===== config.mk =====
export PLATFORM = sky130hd
export DESIGN_NAME = gpd_scale_div
export DESIGN_NICKNAME = d
export VERILOG_FILES = /design/src/rtl/gradient_predictor_decoder_core_defines.svh /design/src/rtl/gpd_pkg.sv /design/src/rtl/gpd_scale_div.sv
export SDC_FILE = /design/constraint.sdc
export NUM_CORES = 1
export LEC_CHECK = 0
export ABC_AREA = 1
export BUFFER_PORTS_ARGS = -buffer_cell sky130_fd_sc_hd__buf_2
export CAP_MARGIN = 20
export CORE_ASPECT_RATIO = 1.75
export CORE_MARGIN = 4
export CORE_UTILIZATION = 61
export CTS_CLUSTER_DIAMETER = 30
export DETAILED_ROUTE_END_ITERATION = 6
export GPL_ROUTABILITY_DRIVEN = 0
export PLACE_DENSITY = 0.8
export SLEW_MARGIN = 0
export SYNTH_ARGS = -nofsm -noshare
export SYNTH_HDL_FRONTEND = slang
export SYNTH_SLANG_ARGS = --single-unit

===== constraint.sdc =====
create_clock -name i_clk -period 5.3 [get_ports i_clk]
set_input_delay 1.06 -clock i_clk [delete_from_list [all_inputs] [get_ports i_clk]]
set_output_delay 1.06 -clock i_clk [all_outputs]
set_load 0.05 [all_outputs]

===== src/rtl/gradient_predictor_decoder_core_defines.svh =====
// Assertion macros shared by the gradient predictor decoder RTL.
// Needs nothing but a clock and an active-low reset at the place of use.
`ifndef GRADIENT_PREDICTOR_DECODER_CORE_DEFINES_SVH
`define GRADIENT_PREDICTOR_DECODER_CORE_DEFINES_SVH

// Same-cycle implication, checked while out of reset.
`define GPD_ASSERT_SAME(label, clk, rst_n, ante, cons, msg) \
    label: assert property (@(posedge clk) disable iff (!(rst_n)) (ante) |-> (cons)) \
        else $error(msg);

// Next-cycle implication, checked while out of reset.
`define GPD_ASSERT_NEXT(label, clk, rst_n, ante, cons, msg) \
    label: assert property (@(posedge clk) disable iff (!(rst_n)) (ante) |=> (cons)) \
        else $error(msg);

`endif


===== src/rtl/gpd_pkg.sv =====
// Package of the gradient predictor decoder: payload and config types, codes, defaults.
// Depends on nothing; the top level, gpd_predict and gpd_scale_div refer to it by scoped names.
package gpd_pkg;

    localparam int MAX_ROW_WIDTH_DEF = 2048;
    localparam int CHANNEL_BITS_DEF  = 16;
    localparam int CFG_DATA_W        = 16;
    localparam int CFG_IDX_W         = 3;
    localparam int ROW_WIDTH_W       = 12;
    localparam int SHIFT_W           = 5;
    localparam int OUT_W             = 8;
    localparam int NUM_CH            = 3;

    typedef struct packed {
        logic [31:0] residual_word;
        logic        rect_start;
    } t_in_item;

    typedef struct packed {
        logic [OUT_W-1:0] red_out;
        logic [OUT_W-1:0] green_out;
        logic [OUT_W-1:0] blue_out;
        logic             row_end;
    } t_out_item;

    typedef enum logic [CFG_IDX_W-1:0] {
        CFG_RED_MAX     = 3'd0,
        CFG_GREEN_MAX   = 3'd1,
        CFG_BLUE_MAX    = 3'd2,
        CFG_RED_SHIFT   = 3'd3,
        CFG_GREEN_SHIFT = 3'd4,
        CFG_BLUE_SHIFT  = 3'd5,
        CFG_ROW_WIDTH   = 3'd6
    } t_cfg_idx;

    // Lane 0 is red, lane 1 green, lane 2 blue.
    typedef struct packed {
        logic [NUM_CH-1:0][CFG_DATA_W-1:0] max;
        logic [NUM_CH-1:0][SHIFT_W-1:0]    shift;
    } t_chan_cfg;

    typedef struct packed {
        logic first_row;
        logic row_first;
    } t_nbr_flags;

    typedef enum logic [1:0] {
        S_IDLE = 2'd0,
        S_CALC = 2'd1,
        S_DIV  = 2'd2
    } t_state;

endpackage


===== src/rtl/gpd_scale_div.sv =====
// Iterative restoring divider, three lanes, one quotient bit per cycle: pix*255/max.
// Depends on gpd_pkg for the lane count and the output width.
module gpd_scale_div #(
    parameter int CHANNEL_BITS = gpd_pkg::CHANNEL_BITS_DEF
) (
    input  logic                                         i_clk,
    input  logic                                         i_rst_n,
    input  logic                                         i_start,
    input  logic [gpd_pkg::NUM_CH-1:0][CHANNEL_BITS-1:0] i_pix,
    input  logic [gpd_pkg::NUM_CH-1:0][CHANNEL_BITS-1:0] i_max,
    output logic                                         o_done,
    output logic [gpd_pkg::NUM_CH-1:0][gpd_pkg::OUT_W-1:0] o_q
);

    localparam int CB    = CHANNEL_BITS;
    localparam int QW    = gpd_pkg::OUT_W;
    localparam int CNT_W = $clog2(QW + 1);

    logic                                 r_busy;
    logic                                 r_done;
    logic [CNT_W-1:0]                     r_cnt;
    logic [gpd_pkg::NUM_CH-1:0][CB-1:0]   r_rem;
    logic [gpd_pkg::NUM_CH-1:0][QW-1:0]   r_low;
    logic [gpd_pkg::NUM_CH-1:0][QW-1:0]   r_q;
    logic [gpd_pkg::NUM_CH-1:0][CB-1:0]   r_max;

    logic [gpd_pkg::NUM_CH-1:0][CB+QW-1:0] prod;
    logic [gpd_pkg::NUM_CH-1:0][CB:0]      trial;
    logic [gpd_pkg::NUM_CH-1:0]            take;

    always_comb begin
        for (int c = 0; c < gpd_pkg::NUM_CH; c++) begin
            prod[c]  = {i_pix[c], {QW{1'b0}}} - {{QW{1'b0}}, i_pix[c]};
            trial[c] = {r_rem[c], r_low[c][QW-1]};
            take[c]  = trial[c] >= {1'b0, r_max[c]};
        end
    end

    always_ff @(posedge i_clk) begin
        if (!i_rst_n) begin
            r_busy <= 1'b0;
            r_done <= 1'b0;
            r_cnt  <= '0;
        end else if (i_start) begin
            r_busy <= 1'b1;
            r_done <= 1'b0;
            r_cnt  <= '0;
        end else if (r_busy) begin
            r_cnt <= r_cnt + 1'b1;
            if (r_cnt == CNT_W'(QW - 1)) begin
                r_busy <= 1'b0;
                r_done <= 1'b1;
            end
        end
    end

    always_ff @(posedge i_clk) begin
        for (int c = 0; c < gpd_pkg::NUM_CH; c++) begin
            if (i_start) begin
                r_rem[c] <= prod[c][CB+QW-1:QW];
                r_low[c] <= prod[c][QW-1:0];
                r_q[c]   <= '0;
                r_max[c] <= i_max[c];
            end else if (r_busy) begin
                r_rem[c] <= take[c] ? CB'(trial[c] - {1'b0, r_max[c]}) : trial[c][CB-1:0];
                r_low[c] <= {r_low[c][QW-2:0], 1'b0};
                r_q[c]   <= {r_q[c][QW-2:0], take[c]};
            end
        end
    end

    always_comb begin
        for (int c = 0; c < gpd_pkg::NUM_CH; c++) begin
            o_q[c] = (r_max[c] == '0) ? '0 : r_q[c];
        end
    end

    assign o_done = r_done;

endmodule


== Yosys cells after proc, flatten, opt, wreduce, memory -nomap -nowiden ==
Cells that the tools add are included.

* Register bits: 150
* Input port bits: 99
* Output and inout bits: 25
* Logic and storage cells: 54

* Add/subtract/negate cells: 7
* $lt $le $gt $ge: 3
* Eq/ne operators: 1
* Multiplexer cells: 21
* Bitwise logic cells: 1
* Reduce and logical (&&, ||, !) cells: 6

{| class="wikitable"
|+ Operator list
! cell !! count
|-
| $mux W16 || 9
|-
| $mux W8 || 9
|-
| $sub A24 B16 Y24 || 3
|-
| $ge A17 B16 Y1 || 3
|-
| $logic_not A16 Y1 || 3
|-
| $sub A16 B16 Y16 || 3
|-
| $add A4 B1 Y4 const B || 1
|-
| $eq A4 B3 Y1 const B || 1
|-
| $mux W1 || 3
|-
| $reduce_and A2 Y1 || 1
|-
| $reduce_bool A2 Y1 || 1
|-
| $reduce_or A2 Y1 || 1
|-
| $not A1 Y1 || 1
|}

== Depth between registers and ports, before layout ==
* Word-level depth: 4
* Mapped depth: 15
* Gate-level depth less buffers: 15

== Worst setup path after synthesis ==
OpenSTA, ideal clock, no wires.

* Path kind: input -> register
* Start point: input port i_start
* End point: register r_low[0] in the netlist's numbering (enable)
* Setup time: 0.465 ns
* Arrival: 3.597 ns
* Required time: 4.835 ns
* Slack: 1.238 ns
* Cell stages on the path: 4
* Buffers on the path: 2
* Path through: clkbuf_1 > nor2_1 > clkinv_1 > clkbuf_1

* Cells in the longest elaborated chain, start to end: 1

{| class="wikitable"
|+ Ends and longest elaborated chain
! element !! RTL line !! RTL
|-
| start, declared || gpd_scale_div.sv:8 || <nowiki>input logic i_start,</nowiki>
|-
| $reduce_bool A2 Y1 (no source line) || -- ||
|-
| end signal, assigned by index || gpd_scale_div.sv:61 || <nowiki>r_low[c] <= prod[c][QW-1:0];</nowiki>
|-
| end signal, assigned by index || gpd_scale_div.sv:66 || <nowiki>r_low[c] <= {r_low[c][QW-2:0], 1'b0};</nowiki>
|-
| end, declared || gpd_scale_div.sv:23 || <nowiki>logic [gpd_pkg::NUM_CH-1:0][QW-1:0] r_low;</nowiki>
|}

No other way between the ends.
A chain may end at the register's enable or synchronous reset.

==> flow_summary.ini <==
[floorplan]
die_x_um = 117
dieArea_mm2 = 0.0232
placeableCoreArea_mm2 = 0.0204
std_cell_rows = 69
die_h_um = 198
start_util_pct = 62.1
boundaryPins = 124

[sta]
fin_setup_tns_ns = 0
relSlewSlack_pct = 37.7
finalSetupViolations = 0
setup_ws_ns = 1.86
finalHoldViolations = 0
finalCritPeriodShare_pct = 64.9
finalCriticalPeriod_ns = 3.44
tightest_slew_ns = 0.927
finalHoldWorstSlack_ns = 0.474
skew_ns = 0.00586
maxSlewViolCount = 0
fmax_mhz = 291
rsz0062_at_grt = no

[global_route]
grt_pass1_vias = 12616
grt_pass1_wl_um = 57400
grt_use_total_pct = 31.5
antenna_found_initial = 0
grt-ovfl-total = 0
grt_max_degree = 64

[critical_path]
worstPathMaxFanout = 8
max_stage_delay_ns = 0.68
end_kind = output pin
arrival_ns = 2.38
cp-start-kind = flip-flop
crit_path_top_delay_cell = nor3_1
worstPathCellList = nor4_1 > nand3_1 > nor3_1 > nor2_1 > buf_2
cp_data_required_time_ns = 4.24
crit_type = reg -> out
reg2reg_slack_ns = 2.74
r2r_cells = 13
reg2reg_from = r_max[32]
timing.rr.end = r_rem[46]

[clocking]
h-tree-depth = 4
clock-sinks = 150
cts_tree = yes
cts_root_buf = clkbuf_16
clock_latency_ns = 0.44
post-cts-setup-buffers = 0
clkSlewWorstSetupHoldPaths_ns = 0.06
cts_buffers = 17
cts_hold_buf = 0
cts.path.max_buffers = 2
cts_resized = 0

[hold_path]
min_from = r_q[23]
hold-path-endpoint = r_q[23]
hold_path.class = reg -> reg
whs_path_depth = 2

[logic_synthesis]
syn-mean-instance-area_um2 = 6.72
syn_inst = 1882
ys_ff_latch = 150
yosysSeqAreaShare_pct = 33.3
synth_top_area_share_pct = 28.5
yosys.area.top_type = edfxtp_1
synth-edff-count = 120
ys_warn_count = 0
synth_nets = 2060
synth_cell_types = 42
async_flop_share_pct = 0
yosys-top-cells-area = edfxtp_1, nand2_1, inv_1, nand3_1, ha_1
netlist_area_mm2 = 0.0126
synth_ff_type = edfxtp_1

[place]
dp.cells = 2225
place_ws_ns = 2.25
port_buffers = 123
hpwl_um = 28600

[detailed_routing]
first_iter_violations = 940
drc = 0
dr.pass1.iters = 6
viasPerCell = 5.67
antenna_left = 0
vias = 12795
wl_per_cell_um = 16.0
wirelength_um = 36000

[final_layout]
finalNetCount = 2174
utilization_pct = 68.8
diodes = 0
mostFrequentLayoutCells = nand2_1, inv_1, nor2_1
syn2layout_area_growth_pct = 10.9
final_cells = 2257
final_common_cell = nand2_1
drive_gt1_share_pct = 10.7

[power_and_ir_drop]
p_per_area_mw_per_mm2 = 335
p_leak_nw = 7.12
ir_drop_uv = 284

[run_status]
outcome = complete, no violations

[job]
drv_cap = 0
-- cells in the mapped netlist, drive strengths merged, types with 22 or more instances --
master,count
nand4,49
o22ai,22
inv,340
o21ai,80
edfxtp,120
nand3,208
nor2,220
ha,76
nand2,539
a21oi,69
dfxtp,30
-- where the power goes --
part / total (mW) / internal [mW] / switching (mW)
clock network: 1.24 / 0.706 / 0.532
registers: 1.57 / 1.46 / 0.103
logic: 1.89 / 0.652 / 1.24
-- stage by stage --
| step | power, mW | cell area, um^2 |
|---|---|---|
| finish | 4.70 | 14000 |
| global placement | 3.38 | 13400 |
| detailed placement | 3.43 | 13400 |
| global route | 5.00 | 14000 |
| CTS | 4.67 | 14000 |
| floorplan | 2.99 | 12600 |
-- worst max-delay path by stage --
stage / slack [ns] / cells past startpoint / end / from
detailed placement: 2.25 / 5 / r_cnt[0] / i_start
global placement: 2.33 / 6 / r_rem[1] / i_start
global route: 1.66 / 5 / o_q[12] / r_max[24]
CTS: 1.82 / 5 / o_q[14] / r_max[24]
finish: 1.86 / 5 / o_q[14] / r_max[24]
floorplan: 1.24 / 4 / r_low[0] / i_start
-- kinds of logic after synthesis --
family / after synthesis / synth area share (%)
AO/OA/AOI/OAI: 180 / 7.77
XOR/XNOR: 35 / 2.42
adder cells (fa/ha/maj): 79 / 8.00
buffers and inverters: 373 / 11.6
flip-flops: 150 / 33.3
AND/OR/NAND/NOR: 1065 / 36.9
-- flip-flops by register name, indices dropped and copies added (netlist names) --
signal	cells
o_done	1
r_busy	1
r_cnt	4
r_low	24
r_max	48
r_q	24
r_rem	48
-- area by class of cell --
type / instances / area (um^2)
clock inverter: 14 / 168
inverter: 342 / 1280
clock buffer: 18 / 429
multi-input combinational: 1359 / 6970
timing repair buffer: 126 / 653
sequential: 150 / 4200
tap: 248 / 310
fill: 1815 / 6360
-- worst max-delay path, delay by kind of cell (launching register included) --
kind,cells,cell delay (ns)
buffers and inverters,1,0.24
and+or+nand+nor,4,1.30
DFF,1,0.39
-- routing by layer --
| metal | wire length (um) | GRT usage (%) |
|---|---|---|
| met1 | 12600 | 31.1 |
| met2 | 18700 | 57.5 |
| met3 | 1770 | 4.99 |
| met4 | 3000 | 23.1 |
| met5 | 0 | 0 |
No activity file was read; power rests on OpenSTA's default activity.
