File: src/rtl/gradient_predictor_decoder_core_defines.svh
// Assertion macros shared by the gradient predictor decoder RTL.
// Needs nothing but a clock and an active-low reset at the place of use.
`ifndef GRADIENT_PREDICTOR_DECODER_CORE_DEFINES_SVH
`define GRADIENT_PREDICTOR_DECODER_CORE_DEFINES_SVH

// Same-cycle implication, checked while out of reset.
`define GPD_ASSERT_SAME(label, clk, rst_n, ante, cons, msg) \
    label: assert property (@(posedge clk) disable iff (!(rst_n)) (ante) |-> (cons)) \
        else $error(msg);

// Next-cycle implication, checked while out of reset.
`define GPD_ASSERT_NEXT(label, clk, rst_n, ante, cons, msg) \
    label: assert property (@(posedge clk) disable iff (!(rst_n)) (ante) |=> (cons)) \
        else $error(msg);

`endif

File: src/rtl/gpd_pkg.sv
// Package of the gradient predictor decoder: payload and config types, codes, defaults.
// Depends on nothing; the top level, gpd_predict and gpd_scale_div refer to it by scoped names.
package gpd_pkg;

    localparam int MAX_ROW_WIDTH_DEF = 2048;
    localparam int CHANNEL_BITS_DEF  = 16;
    localparam int CFG_DATA_W        = 16;
    localparam int CFG_IDX_W         = 3;
    localparam int ROW_WIDTH_W       = 12;
    localparam int SHIFT_W           = 5;
    localparam int OUT_W             = 8;
    localparam int NUM_CH            = 3;

    typedef struct packed {
        logic [31:0] residual_word;
        logic        rect_start;
    } t_in_item;

    typedef struct packed {
        logic [OUT_W-1:0] red_out;
        logic [OUT_W-1:0] green_out;
        logic [OUT_W-1:0] blue_out;
        logic             row_end;
    } t_out_item;

    typedef enum logic [CFG_IDX_W-1:0] {
        CFG_RED_MAX     = 3'd0,
        CFG_GREEN_MAX   = 3'd1,
        CFG_BLUE_MAX    = 3'd2,
        CFG_RED_SHIFT   = 3'd3,
        CFG_GREEN_SHIFT = 3'd4,
        CFG_BLUE_SHIFT  = 3'd5,
        CFG_ROW_WIDTH   = 3'd6
    } t_cfg_idx;

    // Lane 0 is red, lane 1 green, lane 2 blue.
    typedef struct packed {
        logic [NUM_CH-1:0][CFG_DATA_W-1:0] max;
        logic [NUM_CH-1:0][SHIFT_W-1:0]    shift;
    } t_chan_cfg;

    typedef struct packed {
        logic first_row;
        logic row_first;
    } t_nbr_flags;

    typedef enum logic [1:0] {
        S_IDLE = 2'd0,
        S_CALC = 2'd1,
        S_DIV  = 2'd2
    } t_state;

endpackage

File: src/rtl/gpd_predict.sv
// Gradient prediction and channel reconstruction for three independent lanes.
// Depends on gpd_pkg for the channel config and neighbour flag types.
module gpd_predict #(
    parameter int CHANNEL_BITS = gpd_pkg::CHANNEL_BITS_DEF
) (
    input  logic [31:0]                                i_word,
    input  gpd_pkg::t_chan_cfg                         i_cfg,
    input  gpd_pkg::t_nbr_flags                        i_flags,
    input  logic [gpd_pkg::NUM_CH-1:0][CHANNEL_BITS-1:0] i_up,
    input  logic [gpd_pkg::NUM_CH-1:0][CHANNEL_BITS-1:0] i_left,
    input  logic [gpd_pkg::NUM_CH-1:0][CHANNEL_BITS-1:0] i_ul,
    output logic [gpd_pkg::NUM_CH-1:0][CHANNEL_BITS-1:0] o_pix,
    output logic [gpd_pkg::NUM_CH-1:0][CHANNEL_BITS-1:0] o_up
);

    localparam int CB = CHANNEL_BITS;
    localparam int EW = CB + 2;

    logic [gpd_pkg::NUM_CH-1:0][CB-1:0] up_v;
    logic [gpd_pkg::NUM_CH-1:0][CB-1:0] left_v;
    logic [gpd_pkg::NUM_CH-1:0][CB-1:0] ul_v;
    logic [gpd_pkg::NUM_CH-1:0][CB-1:0] max_v;
    logic [gpd_pkg::NUM_CH-1:0][31:0]   res_v;
    logic signed [gpd_pkg::NUM_CH-1:0][EW-1:0] est_v;
    logic [gpd_pkg::NUM_CH-1:0][CB-1:0] clamp_v;

    always_comb begin
        for (int c = 0; c < gpd_pkg::NUM_CH; c++) begin
            up_v[c]   = i_flags.first_row ? '0 : i_up[c];
            left_v[c] = i_flags.row_first ? '0 : i_left[c];
            ul_v[c]   = i_flags.row_first ? '0 : i_ul[c];
            max_v[c]  = i_cfg.max[c][CB-1:0];
            res_v[c]  = i_word >> i_cfg.shift[c];
            est_v[c]  = $signed({2'b00, left_v[c]}) + $signed({2'b00, up_v[c]})
                      - $signed({2'b00, ul_v[c]});
            if ($signed(est_v[c]) > $signed({2'b00, max_v[c]})) begin
                clamp_v[c] = max_v[c];
            end else if ($signed(est_v[c]) < $signed({EW{1'b0}})) begin
                clamp_v[c] = '0;
            end else begin
                clamp_v[c] = est_v[c][CB-1:0];
            end
            o_pix[c] = (res_v[c][CB-1:0] + clamp_v[c]) & max_v[c];
            o_up[c]  = up_v[c];
        end
    end

endmodule

File: config.mk
export PLATFORM = sky130hd
export DESIGN_NAME = gpd_predict
export DESIGN_NICKNAME = d
export VERILOG_FILES = /design/src/rtl/gradient_predictor_decoder_core_defines.svh /design/src/rtl/gpd_pkg.sv /design/src/rtl/gpd_predict.sv
export SDC_FILE = /design/constraint.sdc
export NUM_CORES = 1
export LEC_CHECK = 0
export ABC_AREA = 1
export BUFFER_PORTS_ARGS = -buffer_cell sky130_fd_sc_hd__buf_2
export CAP_MARGIN = 20
export CORE_MARGIN = 10
export CORE_UTILIZATION = 61
export DETAILED_ROUTE_END_ITERATION = 12
export GPL_TIMING_DRIVEN = 0
export PLACE_DENSITY = 0.92
export REMOVE_ABC_BUFFERS = 1
export SYNTH_ARGS = -nofsm -noshare
export SYNTH_HDL_FRONTEND = slang
export SYNTH_SLANG_ARGS = --single-unit
File: constraint.sdc
create_clock -name vclk -period 13.3
set_clock_uncertainty 0.15 [all_clocks]
set_input_delay 2.66 -clock vclk [all_inputs]
set_output_delay 2.66 -clock vclk [all_outputs]
set_load 0.05 [all_outputs]
Yosys cells after proc, flatten, opt, wreduce, memory -nomap -nowiden. Cells that the tools add are included.

Magnitude comparators: 6. Add/subtract/negate cells: 9. Shifts and indexed selects: 3. Bitwise logic cells: 3. Multiplexer cells: 15.

Operators with widths (number): $mux 16 (15); $shr 32x5->16 (3); $gt 18x17->1 (3); $lt 18x1->1 const B (3); $sub 17x16->18 (3); $add 16x16->17 (3); $add 16x16->16 (3); $and 16x16->16 (3).

Input bits: 241. Bits in registers: 0. Word-level logic and storage cells: 36.

Longest topological paths before layout. Gate-level depths: netlist of the first run.

Depth after elaboration: 8. Mapped depth: 45.

Least setup slack after synthesis of the first run. OpenSTA, ideal clock, no wires.

Kind: input-to-output. Start point: in i_flags[0] (netlist name). End point: out o_pix[30] (netlist name). Arrival time: 8.537 ns. Required time: 10.490 ns. Path slack: 1.953 ns. Buffers on the path: 2. Cell stages on the path: 40. Path through: inv_1 -> clkbuf_1 -> clkbuf_1 -> nand2_1 -> fa_1 -> inv_1 -> ha_1 -> a21oi_1 -> nand2_1 -> nand2_1 -> nand2_1 -> a21oi_1 -> o21ai_1 -> nand3_1 -> nand2_1 -> xor2_1 -> ha_1 -> nand2_1 -> (+4 left out) -> nand2_1 -> nand2_1 -> nand2_2 -> clkinv_1 -> o21ai_0 -> a21oi_1 -> ha_1 -> inv_1 -> fa_1 -> inv_1 -> nand3_1 -> o2111ai_1 -> nand3_1 -> nand2_1 -> nand2_1 -> nand2_1 -> a21oi_1 -> a21oi_1.

RTL lines: from (decl) (RTL line gpd_predict.sv:8) `input gpd_pkg::t_nbr_flags i_flags,`; to (decl) (RTL line gpd_predict.sv:12) `output logic [gpd_pkg::NUM_CH-1:0][CHANNEL_BITS-1:0] o_pix,`.

==> impl_metrics.prom, run 1 <==
# TYPE chip_impl_metric gauge
chip_impl_metric{name="grt_antenna_before_repair",unit=""} 4
chip_impl_metric{name="grt_max_degree",unit=""} 63
chip_impl_info{name="largest_family_of_logic_cells_by_synthesized_area",value="simple AND/OR/NAND/NOR gates"} 1
chip_impl_metric{name="vias_per_cell",unit=""} 5.628
chip_impl_info{name="cp_delay_by_family_top",value="simple AND/OR/NAND/NOR gates"} 1
chip_impl_info{name="endpoint_kind",value="output pin"} 1
chip_impl_info{name="run_status",value="finished clean"} 1
chip_impl_metric{name="peak_vdd_ir",unit="mV"} 0.09858
chip_impl_info{name="critPathSlowestCell",value="sky130_fd_sc_hd__inv_4"} 1
chip_impl_metric{name="post_route_cells_drive_above_1_share",unit=""} 0.1510
chip_impl_metric{name="grt_pass1_wl",unit="mm"} 69.72
chip_impl_metric{name="tns",unit="ps"} 0
chip_impl_info{name="timing.critical_path.mode_cell",value="sky130_fd_sc_hd__nand2_1"} 1
chip_impl_metric{name="drt_pass1_iterations",unit=""} 5
chip_impl_info{name="critPathLaunchType",value="primary input"} 1
chip_impl_metric{name="pwr_density_cell",unit="nW/µm²"} 113.2
chip_impl_metric{name="hold_viol",unit=""} 0
chip_impl_metric{name="timing.critical_path.arrival",unit="ps"} 9680
chip_impl_metric{name="cts_setup_buffers",unit=""} 0
chip_impl_metric{name="synth_adder_area_share",unit=""} 0.2211
chip_impl_metric{name="syn2layout_area_growth",unit="%"} 13.19
chip_impl_metric{name="nets",unit=""} 2961
chip_impl_metric{name="max_freq",unit="MHz"} 80.05
chip_impl_metric{name="synth_cell_types",unit=""} 50
chip_impl_metric{name="buffer_ports.inserted",unit=""} 337
chip_impl_metric{name="synth_compound_area_frac",unit=""} 0.2613
chip_impl_metric{name="max_cap_violations",unit=""} 0
chip_impl_metric{name="synthXorXnorAreaFrac",unit=""} 0.03539
chip_impl_info{name="synth_top_cells_by_area",value="sky130_fd_sc_hd__nand2_1, sky130_fd_sc_hd__ha_1, sky130_fd_sc_hd__inv_1"} 1
chip_impl_info{name="crit_path_start",value="i_flags[0]"} 1
chip_impl_metric{name="timing.final.crit_share",unit=""} 0.9393
chip_impl_metric{name="fp-row-count",unit=""} 52
chip_impl_metric{name="drc_errors",unit=""} 0
chip_impl_metric{name="critical_path.max_stage_delay",unit="ps"} 550
chip_impl_metric{name="total_leakage_power",unit="nW"} 8.660
chip_impl_info{name="rsz0062_at_grt",value="no"} 1
chip_impl_metric{name="sequential_cell_area",unit="µm²"} 0
chip_impl_metric{name="first_global_vias",unit=""} 14725
chip_impl_metric{name="grt.total_usage",unit=""} 0.3055
chip_impl_metric{name="floorplan.die.width",unit="µm"} 164.7
chip_impl_info{name="synth_top_cells_by_count",value="sky130_fd_sc_hd__nand2_1, sky130_fd_sc_hd__inv_1, sky130_fd_sc_hd__o21ai_0"} 1
chip_impl_info{name="timing_worst_setup_path_type",value="primary input to output pin"} 1
chip_impl_metric{name="synth_top_area_share",unit=""} 0.1609
chip_impl_metric{name="worst-path-max-fanout",unit=""} 49
chip_impl_metric{name="via_total_after_detailed_routing",unit=""} 15741
chip_impl_metric{name="floorplan.io_pins",unit=""} 337
chip_impl_metric{name="wirelength",unit="mm"} 44.57
chip_impl_metric{name="drt_iter0_drc",unit=""} 1220
chip_impl_metric{name="netlist_instances",unit=""} 2273
chip_impl_metric{name="grt_overflow",unit=""} 0
chip_impl_metric{name="synth.yosys.seq_area_share",unit=""} 0
chip_impl_metric{name="n_clock_buffer",unit=""} 0
chip_impl_metric{name="avgSynthCellArea",unit="µm²"} 5.616
chip_impl_metric{name="dieArea",unit="µm²"} 27110
chip_impl_metric{name="ys_warn_count",unit=""} 0
chip_impl_metric{name="required_time_of_the_worst_setup_path",unit="ps"} 10490
chip_impl_metric{name="fin_worst_hold_slack",unit="ps"} 5567
chip_impl_metric{name="detail_route.wl_per_cell",unit="µm"} 15.93
chip_impl_metric{name="floorplan.initialDensity",unit=""} 0.6248
chip_impl_info{name="worstHoldPathType",value="primary input to output pin"} 1
chip_impl_metric{name="synth_area",unit="µm²"} 12760
chip_impl_metric{name="post_synth_mux_area_share",unit=""} 0.05881
chip_impl_info{name="cell_with_the_most_instances_after_synthesis",value="sky130_fd_sc_hd__nand2_1"} 1
chip_impl_metric{name="timing_worst_slew_pin_value",unit="ps"} 1037
chip_impl_metric{name="setup_violations",unit=""} 0
chip_impl_info{name="min_from",value="i_cfg[56]"} 1
chip_impl_metric{name="post_route_antenna_net_violation_count",unit=""} 0
chip_impl_metric{name="minimum_period_implied_by_the_final_worst_setup_slack",unit="ps"} 12490
chip_impl_metric{name="final_max_slew_viol_count",unit=""} 0
chip_impl_metric{name="synth_simple_gate_area_frac",unit=""} 0.2703
chip_impl_metric{name="place_congestion",unit=""} 0.9987
chip_impl_metric{name="floorplan.core_area",unit="µm²"} 20430
chip_impl_metric{name="timing.critical_path.buf_inv",unit=""} 6
chip_impl_metric{name="nFlopsAndLatches",unit=""} 0
chip_impl_metric{name="worst_slew_margin_rel",unit=""} 0.3080
chip_impl_metric{name="hpwlAfterDp",unit="mm"} 38.21
chip_impl_info{name="yosys.area.top_type",value="sky130_fd_sc_hd__nand2_1"} 1
chip_impl_metric{name="die_h",unit="µm"} 164.7
[final timing paths]
check	endpoint	depth (start not counted)
worst min-delay path	o_pix[41]	4
worst max-delay path	o_pix[46]	40
[report_power, final]
part	total, mW	internal, mW	switching [mW]
Combinational	1.64	0.514	1.12
Sequential	0	0	0
Clock	0.0000000403	0.0000000402	0
[layout by cell type, fill, tap and decap left out, drive strengths merged, types with 8 or more instances in the layout]
cell,synthesis,final
a211oi,26,26
a21oi,172,172
mux2i,75,75
a31oi,18,18
o21ai,290,290
ha,144,144
o31ai,9,9
nor2,204,204
inv,407,407
o21a,8,8
nand3,58,58
o22ai,16,16
xor2,34,34
a21o,12,12
fa,51,51
nand2,556,556
buf,45,338
nor3,15,15
o21bai,11,11
nand4,19,19
xnor2,15,15
o211ai,14,14
[cell families after synthesis]
kind of cell	Yosys count
AND/OR/NAND/NOR	861
AO/OA/AOI/OAI	593
buffers and inverters	500
adder cells (fa/ha/maj)	195
multiplexers	75
XOR/XNOR	49
[tightest hold or removal path, cell delays in order]
cell and delay (ps):
sky130_fd_sc_hd__buf_2 110, sky130_fd_sc_hd__nand2_1 50, sky130_fd_sc_hd__nor2_1 30, sky130_fd_sc_hd__buf_2 200
[cell type report]
cell class                      count  area, µm²
Fill cell                        1897       5981
Inverter                          411       1545
Tap cell                          270      337.8
Timing Repair Buffer              339       1744
Multi-Input combinational cell   1773      10810
Antenna cell                        4      10.01
[metal layers]
metal	track usage	part of all wire	wire length (µm)	vias to the layer above
met3	0.04257	0.094	4210	84
met5	0	0	0	-
li1	-	-	-	7918
met4	0.09581	0.033	1452	0
met1	0.3845	0.41	18210	7033
met2	0.5268	0.46	20690	706
[repair_timing]
item | 4_1_cts | 5_1_grt
endpoints found under the hold margin | 0 | 0
resized for setup | 0 | 3
endpoints found under the setup margin | 0 | 9
hold buffers | 0 | 0
[stage by stage]
| stage | util | setup slack [ps] | area (µm²) | total power, mW | std cells |
|---|---|---|---|---|---|
| 6_report | 0.7073 | 807.6 | 14450 | 1.636 | 2797 |
| 3_5_place_dp | 0.7052 | 538.6 | 14410 | 1.601 | 2792 |
| 4_1_cts | 0.7052 | 526.9 | 14410 | 1.610 | 2792 |
| 2_1_floorplan | - | 1696 | 12350 | 1.206 | 2184 |
| 3_3_place_gp | 0.7038 | 309.0 | 14380 | 1.559 | 2791 |
| 5_1_grt | 0.7071 | 147.8 | 14450 | 1.805 | 2796 |
Power figures use the tool's default switching activity.
==> run 2, diff against run 1 <==
Settings changed: REMOVE_ABC_BUFFERS 1 to unset.
==> run 2 against run 1 <==
  * Power rose by 2.2%
  * Fmax fell by 1.1%
  * Sequential share of layout area did not move
  * Wire length rose by 8.0%
  * Global-route usage rose by 2.5 points
  * Hold slack improved by 4.0 ps
  * Via count rose by 5.9%
  * Critical path type unchanged
  * Largest cell class unchanged
==> impl_metrics.prom, run 2 (synthesis results as in run 1) <==
# TYPE chip_impl_metric gauge
chip_impl_info{name="run_status",value="finished clean"} 1
chip_impl_metric{name="n_clock_buffer",unit=""} 0
chip_impl_metric{name="p_sw",unit="mW"} 1.146
chip_impl_metric{name="worst_slew_margin_rel",unit=""} 0.4452
chip_impl_metric{name="fp-row-count",unit=""} 52
chip_impl_metric{name="max_freq",unit="MHz"} 79.20
chip_impl_metric{name="buffer_ports.inserted",unit=""} 329
chip_impl_metric{name="sequential_cell_area",unit="µm²"} 0
chip_impl_metric{name="number_of_fillers_in_the_final_layout",unit=""} 1833
chip_impl_metric{name="grt_antenna_before_repair",unit=""} 1
chip_impl_metric{name="design_area",unit="µm²"} 14750
chip_impl_metric{name="ctsHoldBuffers",unit=""} 0
chip_impl_info{name="endpoint_kind",value="output pin"} 1
chip_impl_metric{name="critical_path.max_stage_delay",unit="ps"} 640
chip_impl_metric{name="global_route.usage.met1",unit=""} 0.4234
chip_impl_metric{name="peak_vdd_ir",unit="mV"} 0.07915
chip_impl_metric{name="max_cap_violations",unit=""} 0
chip_impl_info{name="timing_worst_setup_path_type",value="primary input to output pin"} 1
chip_impl_metric{name="met2_usage",unit=""} 0.5602
chip_impl_metric{name="fin_worst_hold_slack",unit="ps"} 5571
chip_impl_info{name="timing.critical_path.mode_cell",value="sky130_fd_sc_hd__nand2_1"} 1
chip_impl_metric{name="place.detailed.instances",unit=""} 2872
chip_impl_info{name="grt_most_used_layer",value="met2"} 1
chip_impl_metric{name="syn_nets",unit=""} 2709
chip_impl_metric{name="timing_worst_slew_pin_value",unit="ps"} 832.2
chip_impl_metric{name="drt_iter0_drc",unit=""} 1656
chip_impl_metric{name="hold_viol",unit=""} 0
chip_impl_metric{name="worst-path-max-fanout",unit=""} 10
chip_impl_metric{name="detail_route.wl_per_cell",unit="µm"} 16.75
chip_impl_info{name="critPathLaunchType",value="primary input"} 1
chip_impl_metric{name="internal_power",unit="mW"} 0.5262
chip_impl_metric{name="die_h",unit="µm"} 164.7
chip_impl_metric{name="comb_power_share",unit=""} 1.000
chip_impl_metric{name="grt_max_degree",unit=""} 11
chip_impl_metric{name="grt.total_usage",unit=""} 0.3305
chip_impl_metric{name="post_route_cells_drive_above_1_share",unit=""} 0.1565
chip_impl_metric{name="placedInstanceArea",unit="µm²"} 14750
chip_impl_metric{name="vias_per_cell",unit=""} 5.804
chip_impl_metric{name="seqPwrFrac",unit=""} 0
chip_impl_info{name="rsz0062_at_grt",value="no"} 1
chip_impl_metric{name="pre_cts_ws",unit="ps"} 635.2
chip_impl_info{name="layout.cells.most_common",value="sky130_fd_sc_hd__nand2_1"} 1
chip_impl_metric{name="timing.critical_path.arrival",unit="ps"} 9820
chip_impl_metric{name="nFlopsAndLatches",unit=""} 0
chip_impl_metric{name="drc_errors",unit=""} 0
chip_impl_metric{name="wirelength",unit="mm"} 48.11
chip_impl_metric{name="dieArea",unit="µm²"} 27110
chip_impl_info{name="critPathSlowestCell",value="sky130_fd_sc_hd__clkbuf_1"} 1
chip_impl_metric{name="final_max_slew_viol_count",unit=""} 0
chip_impl_metric{name="floorplan.initialDensity",unit=""} 0.6248
chip_impl_metric{name="layout.cells.non_filler",unit=""} 2872
chip_impl_metric{name="share_clk_of_total_power",unit=""} 0
chip_impl_metric{name="hpwlAfterDp",unit="mm"} 41.93
chip_impl_metric{name="timing.critical_path.buf_inv",unit=""} 8
chip_impl_metric{name="floorplan.die.width",unit="µm"} 164.7
chip_impl_metric{name="total_leakage_power",unit="nW"} 8.817
chip_impl_metric{name="timing.final.crit_share",unit=""} 0.9493
chip_impl_metric{name="drt_pass1_iterations",unit=""} 7
chip_impl_metric{name="floorplan.core_area",unit="µm²"} 20430
chip_impl_metric{name="place_congestion",unit=""} 1.024
chip_impl_metric{name="minimum_period_implied_by_the_final_worst_setup_slack",unit="ps"} 12630
chip_impl_metric{name="first_global_vias",unit=""} 15768
chip_impl_metric{name="grt_overflow",unit=""} 0
chip_impl_metric{name="cts-resized-gates",unit=""} 0
chip_impl_metric{name="nets",unit=""} 3039
chip_impl_metric{name="grt_pass1_wl",unit="mm"} 75.42
chip_impl_metric{name="required_time_of_the_worst_setup_path",unit="ps"} 10490
chip_impl_metric{name="cts_setup_buffers",unit=""} 0
chip_impl_metric{name="layout_setup_ws",unit="ps"} 674.0
chip_impl_metric{name="pwr_density_cell",unit="nW/µm²"} 113.4
chip_impl_metric{name="setup_violations",unit=""} 0
chip_impl_info{name="most-common-layout-cells",value="sky130_fd_sc_hd__nand2_1, sky130_fd_sc_hd__inv_1, sky130_fd_sc_hd__buf_2, sky130_fd_sc_hd__o21ai_0, sky130_fd_sc_hd__nor2_1"} 1
chip_impl_info{name="worstHoldPathType",value="primary input to output pin"} 1
chip_impl_info{name="cp_delay_by_family_top",value="buffers and inverters"} 1
chip_impl_metric{name="post_route_antenna_net_violation_count",unit=""} 0
chip_impl_metric{name="syn2layout_area_growth",unit="%"} 15.54
chip_impl_metric{name="via_total_after_detailed_routing",unit=""} 16670
chip_impl_metric{name="floorplan.io_pins",unit=""} 337
chip_impl_metric{name="sw_frac_of_total",unit=""} 0.6854
chip_impl_metric{name="global_route.usage.met3",unit=""} 0.04581
chip_impl_metric{name="tns",unit="ps"} 0
-- run 2: cell type report --
class	count	area (µm²)	area share
antenna	1	2.502	0.0001697
buffer	88	406.6	0.02757
multi-input combinational	1773	10810	0.7331
tap	270	337.8	0.02291
timing repair buffer	329	1647	0.1116
inverter	411	1543	0.1046
-- run 2: final timing paths --
| path | startpoint | to | slack, ps | depth (start not counted) |
|---|---|---|---|---|
| setup / recovery | i_flags[0] | o_pix[46] | 670 | 40 |
| hold / removal | i_cfg[56] | o_pix[41] | 5570 | 4 |
-- run 2: tightest hold or removal path, cell delays in order --
cell                      delay [ps]
sky130_fd_sc_hd__buf_2           100
sky130_fd_sc_hd__nand2_1          60
sky130_fd_sc_hd__nor2_1           30
sky130_fd_sc_hd__buf_2           200
-- run 2: per-stage QoR --
stage          power (mW)  utilization
2_1_floorplan       1.235            -
3_3_place_gp        1.589       0.7220
3_5_place_dp        1.631       0.7220
4_1_cts             1.640       0.7220
5_1_grt             1.834       0.7219
6_report            1.673       0.7219
-- run 2: routing by layer --
layer | part of all wire | vias to the layer above
li1 | - | 8066
met3 | 0.11 | 126
met2 | 0.46 | 958
met5 | 0 | -
met4 | 0.035 | 0
met1 | 0.40 | 7520
-- run 2: power by group through the flow --
| stage | sequential, mW | clock [mW] | combinational (mW) |
|---|---|---|---|
| 6_report | 0 | 0.0000000101 | 1.67 |
| 3_3_place_gp | 0 | 0 | 1.59 |
| 5_1_grt | 0 | 0.0000000101 | 1.83 |
| 4_1_cts | 0 | 0 | 1.64 |
| 2_1_floorplan | 0 | 0 | 1.23 |
| 3_5_place_dp | 0 | 0 | 1.63 |
